[config.mk]
export PLATFORM = sky130hd
export DESIGN_NAME = vfdpw_fifo
export DESIGN_NICKNAME = d
export VERILOG_FILES = /design/src/rtl/vfdpw_fifo.sv
export SDC_FILE = /design/constraint.sdc
export NUM_CORES = 1
export LEC_CHECK = 0
export BUFFER_PORTS_ARGS = -buffer_cell sky130_fd_sc_hd__buf_2
export CORE_UTILIZATION = 45
export DETAILED_ROUTE_END_ITERATION = 10
export PLACE_DENSITY = 0.7
export SETUP_SLACK_MARGIN = 0.15
export SLEW_MARGIN = 20
export SYNTH_ARGS = -nofsm -noshare
export SYNTH_HDL_FRONTEND = slang
export SYNTH_SLANG_ARGS = --single-unit
[constraint.sdc]
create_clock -name clk_i -period 1.8 [get_ports clk_i]
set_input_delay 0.27 -clock clk_i [delete_from_list [all_inputs] [get_ports clk_i]]
set_output_delay 0.27 -clock clk_i [all_outputs]
set_load 0.02 [all_outputs]
[src/rtl/vfdpw_fifo.sv]
// Two-entry command queue between the front end and the back end.
module vfdpw_fifo #(
  parameter int unsigned DATA_W = 16
) (
  input  logic              clk_i,
  input  logic              rst_ni,
  input  logic              push_i,
  input  logic [DATA_W-1:0] push_data_i,
  output logic              full_o,
  input  logic              pop_i,
  output logic              valid_o,
  output logic [DATA_W-1:0] pop_data_o
);

  logic [DATA_W-1:0] mem_q [2];
  logic              wr_ptr_q, wr_ptr_d;
  logic              rd_ptr_q, rd_ptr_d;
  logic [1:0]        count_q, count_d;

  assign full_o     = (count_q == 2'd2);
  assign valid_o    = (count_q != 2'd0);
  assign pop_data_o = mem_q[rd_ptr_q];

  always_comb begin
    wr_ptr_d = push_i ? ~wr_ptr_q : wr_ptr_q;
    rd_ptr_d = pop_i ? ~rd_ptr_q : rd_ptr_q;
    count_d  = count_q + 2'(push_i) - 2'(pop_i);
  end

  always_ff @(posedge clk_i or negedge rst_ni) begin
    if (!rst_ni) begin
      wr_ptr_q <= 1'b0;
      rd_ptr_q <= 1'b0;
      count_q  <= 2'd0;
    end else begin
      wr_ptr_q <= wr_ptr_d;
      rd_ptr_q <= rd_ptr_d;
      count_q  <= count_d;
    end
  end

  always_ff @(posedge clk_i) begin
    if (push_i) begin
      mem_q[wr_ptr_q] <= push_data_i;
    end
  end

endmodule

==> flow_summary.json <==
{
  "status": "finished, violations left",
  "violations": "DRC",
  "syn_area_sq_um": 1410,
  "whs_endpoint": "mem_q[1][2]$_DFFE_PP_",
  "global_route.usage.met3_pct": 4.24,
  "io_buffer_count": 37,
  "p_total_mw": 3.07,
  "utilization_pct": 65.6,
  "fillCellCount": 201,
  "global_route.usage.total_pct": 14.0,
  "synth.yosys.warnings": 0,
  "timing.final.max_slew_violations": 0,
  "floorplan.initialDensity_pct": 49.3,
  "timing.final.hold_violations": 0,
  "detail_route.wl_per_cell_microns": 15.0,
  "cts.sink_count": 36,
  "grt_setup_unrepaired": "true",
  "yosys_register_bits": 36,
  "setup_violations": 0,
  "clock-skew-final_ns": 0.00444,
  "worst_setup_path_start_kind": "flop",
  "grt_overflow_total": 0,
  "fin_ws_ns": 0.159,
  "drc_violations_left": 1,
  "post-place-cells": 135,
  "crit_required_ns": 1.53,
  "first_pass_grt_wire_length_microns": 3280,
  "min_delay_path_depth": 1,
  "detailed_place.area_sq_um": 1630,
  "routabilityCongestion": 0.613,
  "sequential_share_of_the_synthesized_area_pct": 75.5,
  "worstSetupPathType": "reg2out",
  "placement_stage_worst_setup_slack_ns": 0.498,
  "timing.critical_path.slowest_cell_delay_ns": 0.45,
  "maximum_net_fanout_on_the_critical_path": 8,
  "drt_wl_total_microns": 2180,
  "worstHoldStart": "push_data_i[2]",
  "final_cell_area_sq_um": 1870,
  "grt_max_degree": 17,
  "clk_pin_slew_worst_paths_ns": 0.11,
  "maxCapViolations": 0,
  "syn-num-nets": 87,
  "chipHeight_microns": 57.9,
  "area_growth_pct": 33.2,
  "crit-reg2reg-launch": "wr_ptr_q$_DFFE_PN0P_",
  "fp.dieW_microns": 57.9,
  "synth_cell_type_count": 13,
  "insertedDiodeCount": 0,
  "hold_class": "in2reg",
  "worst_hold_slack_ns": 0.122,
  "tritoncts": "done",
  "grt_most_used_layer": "met2",
  "synth_area_per_cell_sq_um": 21.6,
  "post_drt_via_cell_ratio": 4.89,
  "irDropWorstVdd_v": 0.000903,
  "use_met2_pct": 24.1,
  "final.period_utilization_pct": 91.2,
  "syn_inst": 65,
  "drive_gt1_share_pct": 60.0,
  "clockRootBuffer": "sky130_fd_sc_hd__clkbuf_4",
  "ctsLongestPathBuffers": 2,
  "cts.htree.levels": 2,
  "cellLeakagePower_nw": 0.795,
  "met1_usage_pct": 15.1,
  "placeable_core_area_sq_um": 2850,
  "crit_chain": "buf_6 > mux2_4 > buf_6",
  "clkLatencyLatePin_ns": 0.33,
  "std_cell_rows": 19,
  "ant_nets": 0,
  "critical_path.reg2reg.endpoint": "mem_q[1][11]$_DFFE_PP_",
  "multi_input_area_sq_um": 332,
  "detailedRoute.firstIterationViolations": 18,
  "grt_antenna_before_repair": 0,
  "finalNonFillerCells": 146,
  "power.density_nw_per_um2": 1640,
  "min_period_ns": 1.64,
  "maxSlewHeadroom_pct": 79.6,
  "detailroute.via_count": 714,
  "firstDrtPassIters": 7,
  "final_cell_mix": "sky130_fd_sc_hd__edfxtp_1 (32), sky130_fd_sc_hd__buf_2 (21), sky130_fd_sc_hd__buf_6 (19), sky130_fd_sc_hd__mux2_4 (16), sky130_fd_sc_hd__clkbuf_4 (5)",
  "mostFrequentLayoutCell": "sky130_fd_sc_hd__edfxtp_1",
  "cts_inserted_buffers": 5,
  "worst-r2r-setup-slack_ns": 0.52,
  "timing.fmax_ghz": 0.609,
  "worst_path_most_repeated_cell": "sky130_fd_sc_hd__buf_6",
  "die-area_sq_um": 3350,
  "seqCellArea_sq_um": 1060,
  "boundaryPins": 38,
  "sum_of_negative_setup_slack_ns": 0,
  "first_global_vias": 773,
  "max_slew.worst_pin.slew_ns": 0.306,
  "timing.reg2reg.worst_path_depth": 2,
  "critPathArrivalTime_ns": 1.37,
  "cp_slowest_cell": "sky130_fd_sc_hd__dfrtp_2",
  "critical_path.endpoint_type": "output pin",
  "nets": 136
}
[cell families (layout without fill, tap and decap cells)]
group,after synthesis,after routing,synth area share (%)
DFF,36,36,75.5
muxes,16,16,15.2
and+or+nand+nor,4,4,1.78
buffers and inverters,4,54,2.76
xor gates and xnor gates,3,3,2.94
adders and majority gates,2,2,1.78
[layer usage]
metal | up-vias | part of all wire (%) | wire [microns]
li1 | 341 | - | -
met1 | 346 | 40 | 869
met2 | 24 | 55 | 1190
met3 | 3 | 4.7 | 103
met4 | 0 | 0.73 | 16
met5 | - | 0 | 0
[where the power goes]
| group | internal (mW) | switching, mW |
|---|---|---|
| Sequential | 1.12 | 0.0774 |
| Clock | 0.290 | 0.259 |
| Combinational | 0.731 | 0.588 |
[cells in the mapped netlist]
| cell type | number | area [sq um] |
|---|---|---|
| sky130_fd_sc_hd__edfxtp_1 | 32 | 961 |
| sky130_fd_sc_hd__buf_12 | 1 | 20.0 |
| sky130_fd_sc_hd__dfrtp_1 | 4 | 100 |
| sky130_fd_sc_hd__xor2_1 | 2 | 17.5 |
| sky130_fd_sc_hd__mux2_4 | 9 | 135 |
| sky130_fd_sc_hd__inv_1 | 2 | 7.51 |
| sky130_fd_sc_hd__buf_6 | 1 | 11.3 |
| sky130_fd_sc_hd__and2_1 | 1 | 6.26 |
| sky130_fd_sc_hd__ha_1 | 2 | 25.0 |
| sky130_fd_sc_hd__mux2_2 | 7 | 78.8 |
| sky130_fd_sc_hd__nor2b_1 | 2 | 12.5 |
| sky130_fd_sc_hd__xor3_1 | 1 | 23.8 |
| sky130_fd_sc_hd__or2_2 | 1 | 6.26 |
[registers in the layout, indices dropped and copies added, names as in the netlist]
signal / flops
wr_ptr_q: 1
count_q: 2
rd_ptr_q: 1
mem_q: 32
[worst max-delay path, delay by kind of cell (launching register included)]
| family | cells | cell delay [ns] |
|---|---|---|
| flip-flops | 1 | 0.45 |
| buffers and inverters | 2 | 0.29 |
| multiplexers | 1 | 0.30 |
[area by class of cell]
cell class	count	share of cell area (%)
flip-flops and latches	36	56.8
clock inverters	3	2.27
multi-input cells	25	17.7
clock buffers	5	2.01
inverters	2	0.401
repair buffers	44	18.8
well taps	31	2.07
[how the worst max path moves through the flow]
stage               slack [ns]  depth (start not counted)               endpoint                  from
floorplan                 0.27                          1  mem_q[0][0]$_DFFE_PP_  wr_ptr_q$_DFFE_PN0P_
global placement          0.51                          3  mem_q[1][4]$_DFFE_PP_                push_i
detailed placement        0.50                          3         pop_data_o[14]  rd_ptr_q$_DFFE_PN0P_
CTS                       0.13                          3         pop_data_o[14]  rd_ptr_q$_DFFE_PN0P_
global route              0.11                          3          pop_data_o[5]  rd_ptr_q$_DFFE_PN0P_
finish                    0.16                          3         pop_data_o[15]  rd_ptr_q$_DFFE_PN0P_
[timing repair]
item / 4_1_cts / 5_1_grt
setup endpoints to repair: 16 / 16
hold buffers: 1 / 0
endpoints found under the hold margin: 4 / 0
buffers inserted: 1 / 0
cloned: 0 / 1
resized for setup: 14 / 31
Power figures use the tool's default switching activity.
