<file path="config.mk">
export PLATFORM = sky130hd
export DESIGN_NAME = vfdpw_front
export DESIGN_NICKNAME = d
export VERILOG_FILES = /design/src/rtl/vfdpw_pkg.sv /design/src/rtl/vfdpw_front.sv
export SDC_FILE = /design/constraint.sdc
export NUM_CORES = 1
export LEC_CHECK = 0
export ABC_AREA = 1
export ABC_CLOCK_PERIOD_IN_PS = 6900
export BUFFER_PORTS_ARGS = -buffer_cell sky130_fd_sc_hd__buf_2
export CAP_MARGIN = 20
export CORE_AREA = 2 2 79 81
export DETAILED_ROUTE_END_ITERATION = 8
export DIE_AREA = 0 0 81 83
export PLACE_DENSITY = 0.78
export RECOVER_POWER = 100
export SLEW_MARGIN = 30
export SYNTH_ARGS = -nofsm -noshare
export SYNTH_HDL_FRONTEND = slang
export SYNTH_SLANG_ARGS = --single-unit
</file>
<file path="constraint.sdc">
create_clock -name vclk -period 6.9
set_input_delay 0.345 -clock vclk [all_inputs]
set_output_delay 0.345 -clock vclk [all_outputs]
set_load 0.03 [all_outputs]
</file>
<file path="src/rtl/vfdpw_pkg.sv">
// Shared types, constants and address helpers for the VFD pixel frame writer.
package vfdpw_pkg;

  // Input stream layout, first field in the lowest bits.
  localparam int unsigned IN_TDATA_W  = 32;
  localparam int unsigned OUT_TDATA_W = 16;

  // Opcode carried in the op field.
  localparam logic OP_DRAW = 1'b0;
  localparam logic OP_READ = 1'b1;

  // Result status codes.
  localparam logic [1:0] ST_WRITTEN = 2'd0;
  localparam logic [1:0] ST_DROPPED = 2'd1;
  localparam logic [1:0] ST_READ    = 2'd2;

  // Byte index math runs at this width; every in-range pixel lands below 1024.
  localparam int unsigned CALC_W = 11;

  // Above these base indexes the panel layout skips a gap of bytes.
  localparam logic [CALC_W-1:0] BASE_HI_LIMIT = 11'd480;
  localparam logic [CALC_W-1:0] BASE_LO_LIMIT = 11'd256;
  localparam logic [CALC_W-1:0] GAP_HI        = 11'd32;
  localparam logic [CALC_W-1:0] GAP_LO        = 11'd16;

  typedef enum logic [1:0] {
    KIND_DRAW = 2'd0,
    KIND_DROP = 2'd1,
    KIND_READ = 2'd2
  } cmd_kind_e;

  typedef struct packed {
    cmd_kind_e  kind;
    logic [2:0] bit_idx;
    logic       pixel_on;
  } cmd_t;

  // Bit inside the 3-bit field for a column; odd and even groups are wired differently.
  function automatic logic [1:0] field_bit(input logic odd, input logic [1:0] col);
    logic [1:0] b;
    case (col)
      2'd0:    b = 2'd1;
      2'd1:    b = odd ? 2'd2 : 2'd0;
      2'd2:    b = odd ? 2'd0 : 2'd2;
      default: b = 2'd0;
    endcase
    return b;
  endfunction

endpackage

</file>
<file path="src/rtl/vfdpw_front.sv">
// Front end: classifies an item and turns a pixel into a byte address and bit.
module vfdpw_front #(
  parameter int unsigned WIDTH  = 144,
  parameter int unsigned HEIGHT = 20,
  parameter int unsigned ADDR_W = 10
) (
  input  logic                 op_i,
  input  logic [7:0]           pixel_x_i,
  input  logic [4:0]           pixel_y_i,
  input  logic                 pixel_on_i,
  input  logic [9:0]           read_address_i,
  output vfdpw_pkg::cmd_t      cmd_o,
  output logic [ADDR_W-1:0]    addr_o
);
  import vfdpw_pkg::*;

  logic [15:0]       grp_prod;
  logic [6:0]        grp;
  logic [7:0]        col_full;
  logic [1:0]        col;
  logic [4:0]        row;
  logic [2:0]        row_q4;
  logic [1:0]        row_r4;
  logic              odd;
  logic [CALC_W-1:0] base_raw;
  logic [CALC_W-1:0] base_adj;
  logic [4:0]        start;
  logic [4:0]        pos;
  logic [CALC_W-1:0] byte_idx;
  logic              in_range;

  always_comb begin
    // x/3 by reciprocal: exact for every 8-bit x.
    grp_prod = 16'(pixel_x_i) * 16'd171;
    grp      = grp_prod[15:9];
    col_full = pixel_x_i - 8'({grp, 1'b0}) - 8'(grp);
    col      = col_full[1:0];
    odd      = grp[0];

    row    = 5'(HEIGHT - 1) - pixel_y_i;
    row_q4 = row[4:2];
    row_r4 = row[1:0];

    base_raw = CALC_W'(2) + CALC_W'({grp, 4'b0000}) + CALC_W'(row_q4)
             + CALC_W'({row_q4, 1'b0});
    if (base_raw > BASE_HI_LIMIT) begin
      base_adj = base_raw + GAP_HI;
    end else if (base_raw > BASE_LO_LIMIT) begin
      base_adj = base_raw + GAP_LO;
    end else begin
      base_adj = base_raw;
    end

    // Field start inside the 24-bit word whose top byte sits at the base index.
    start = 5'd21 - 5'({row_r4, 2'b00}) - 5'({row_r4, 1'b0}) - (odd ? 5'd0 : 5'd3);
    pos   = start + 5'(field_bit(odd, col));
    byte_idx = base_adj + CALC_W'(2) - CALC_W'(pos[4:3]);

    in_range = (pixel_x_i < 8'(WIDTH)) && (pixel_y_i < 5'(HEIGHT));

    cmd_o.pixel_on = pixel_on_i;
    cmd_o.bit_idx  = pos[2:0];
    if (op_i == OP_READ) begin
      cmd_o.kind = KIND_READ;
      addr_o     = ADDR_W'(read_address_i);
    end else if (in_range) begin
      cmd_o.kind = KIND_DRAW;
      addr_o     = ADDR_W'(byte_idx);
    end else begin
      cmd_o.kind = KIND_DROP;
      addr_o     = ADDR_W'(byte_idx);
    end
  end

endmodule

</file>
==> metrics.txt <==
layout cell share with drive strength beyond 1=0.421; port bufs=39; failing checks=negative setup slack; Inserted Diodes=0; IO Pins=41; Mapped Area=3130 um2; CP Capture Type=output pin; vias=3714; DR top layer=met4; Layout area overhead=44.6%; Yosys cell types=37; CP dominant cell by count=buf_4; GP Congestion=0.860; metal2 WL=5510 um; Register Area=0 um2; vias in the first global route=3653; die width=81 um; CP max stage cell=fa_1; Highest Clock Rate=0.134 GHz; final hold vios=0; wire per inst=15.7 um; die area=6720 um2; crit path DAT=7.11 ns; placed cell count=612; CP top delay family=adder cells; max-slew violations=0; Nets=708; Worst setup SP type=input port; router iterations before antenna repair=5; Tmin final=7.45 ns; Met1 Wirelength=3680 um; Critical Path Start=pixel_x_i[1]; gr ovfl total=0; final core utilization=0.778; initial antenna violation count=0; Synth Instances=472; Routed Wire Length=10400 um; largest stage delay on the critical path=0.58 ns; outcome=finished with violations; hpwl dp=6090 um; largest net degree at the start of global routing=19; Seq cells=0; syn_nets=587; Via density=5.58; hold crit path type=in2out; Worst EP required=6.55 ns; post-route ant nets=0; # hold bufs at CTS=0; Non-Filler Instances=666; HP Start=pixel_on_i; Core Box Area=5820 um2; Total GRT Usage=0.263; Core Rows=28; die height=83 um; Relative slew margins=0.750; Least-Margin Pin Slew=0.375 ns; Synth Area per Inst=6.63 um2; initial drt markers=181; maxcap violations=0; final worst-path cycle share=1.08; CP Buf/Inv Count=18; global-route wire length before repair=14700 um; worst setup margin=-0.555 ns; RSZ-0062 raised after global routing=yes; post-synthesis sequential area ratio=0; Starting Density=0.538; Crit Path Category=in2out; CLK BUF=0; DR WL met3=539 um; Setup Viol. Count Final=8; critical path fanouts, max=3; DRC=0; Synth Warn #=0
-- kinds of logic after synthesis --
| group | share of synthesized area |
|---|---|
| and+or+nand+nor | 0.388 |
| xor gates and xnor gates | 0.0420 |
| adders and majority gates | 0.398 |
| AOI/OAI and AO/OA | 0.0576 |
| buffers and inverters | 0.114 |
-- synth_stat cells --
cell type	number	share of area
nand2_1	123	0.15
inv_1	80	0.096
ha_1	74	0.30
nand3_1	32	0.051
nand2_2	27	0.054
nor2_1	21	0.025
fa_1	16	0.10
a21oi_1	14	0.022
xor2_1	10	0.028
nand3_2	8	0.026
nor2_2	8	0.016
inv_2	7	0.0084
nand4_1	7	0.014
o21ai_0	5	0.0080
xnor2_1	5	0.014
and2_1	3	0.0060
nand2_4	3	0.011
nor2_4	3	0.011
nor3_1	3	0.0048
buf_4	2	0.0048
nand3b_1	2	0.0048
o21ai_1	2	0.0032
o21bai_1	2	0.0048
or2_2	2	0.0040
a21boi_1	1	0.0024
a21o_1	1	0.0024
a21oi_2	1	0.0028
a221oi_1	1	0.0028
buf_2	1	0.0016
clkbuf_1	1	0.0012
inv_4	1	0.0020
nor2_8	1	0.0064
nor2b_4	1	0.0044
nor3b_1	1	0.0024
o21ai_2	1	0.0028
o21bai_2	1	0.0036
o31ai_1	1	0.0024
-- final cells by class --
type	instances	area [um2]
multi-input cells	381	3180
well taps	75	93.8
repair buffers	122	912
fillers	385	1290
inverters	88	338
-- placed cells by master (no fill, tap or decap), drive strengths merged --
| cell | instances |
|---|---|
| a21boi | 1 |
| a21o | 1 |
| a21oi | 15 |
| a221oi | 1 |
| and2 | 3 |
| buf | 122 |
| fa | 16 |
| ha | 74 |
| inv | 88 |
| nand2 | 153 |
| nand3 | 40 |
| nand3b | 2 |
| nand4 | 7 |
| nor2 | 34 |
| nor2b | 1 |
| nor3 | 3 |
| nor3b | 1 |
| o21ai | 8 |
| o21bai | 3 |
| o31ai | 1 |
| or2 | 2 |
| xnor2 | 5 |
| xor2 | 10 |
-- path summary, 6_finish.rpt --
kind	end	cells after the start	slack, ns
hold / removal	cmd_o[0]	0	0.69
setup / recovery	addr_o[9]	45	-0.55
-- stage by stage --
stage / setup slack, ns / TNS [ns] / hold WS, ns / instance area (um2)
3_3_place_gp: -0.351 / -1.16 / 0.690 / 3700
2_1_floorplan: -0.128 / -0.176 / 0.822 / 3210
4_1_cts: -0.301 / -1.19 / 0.690 / 4270
3_5_place_dp: -0.614 / -3.12 / 0.690 / 3700
6_report: -0.555 / -2.79 / 0.690 / 4520
5_1_grt: -0.799 / -4.67 / 0.690 / 4520
-- routing by layer --
layer  global-route usage  vias up
li1                     -     1730
met1                0.256     1706
met5                    0        -
met2                0.526      201
met3               0.0239       77
met4                0.126        0
-- repair_timing --
action                     CTS  global route
gates resized for setup     53            50
buffers inserted            48             7
pin swaps                   37            30
setup endpoints to repair    8             8
cloned                       1             0
Power is not shown: default switching activity piles up to over one toggle a cycle in this logic, so the estimate is an artifact.
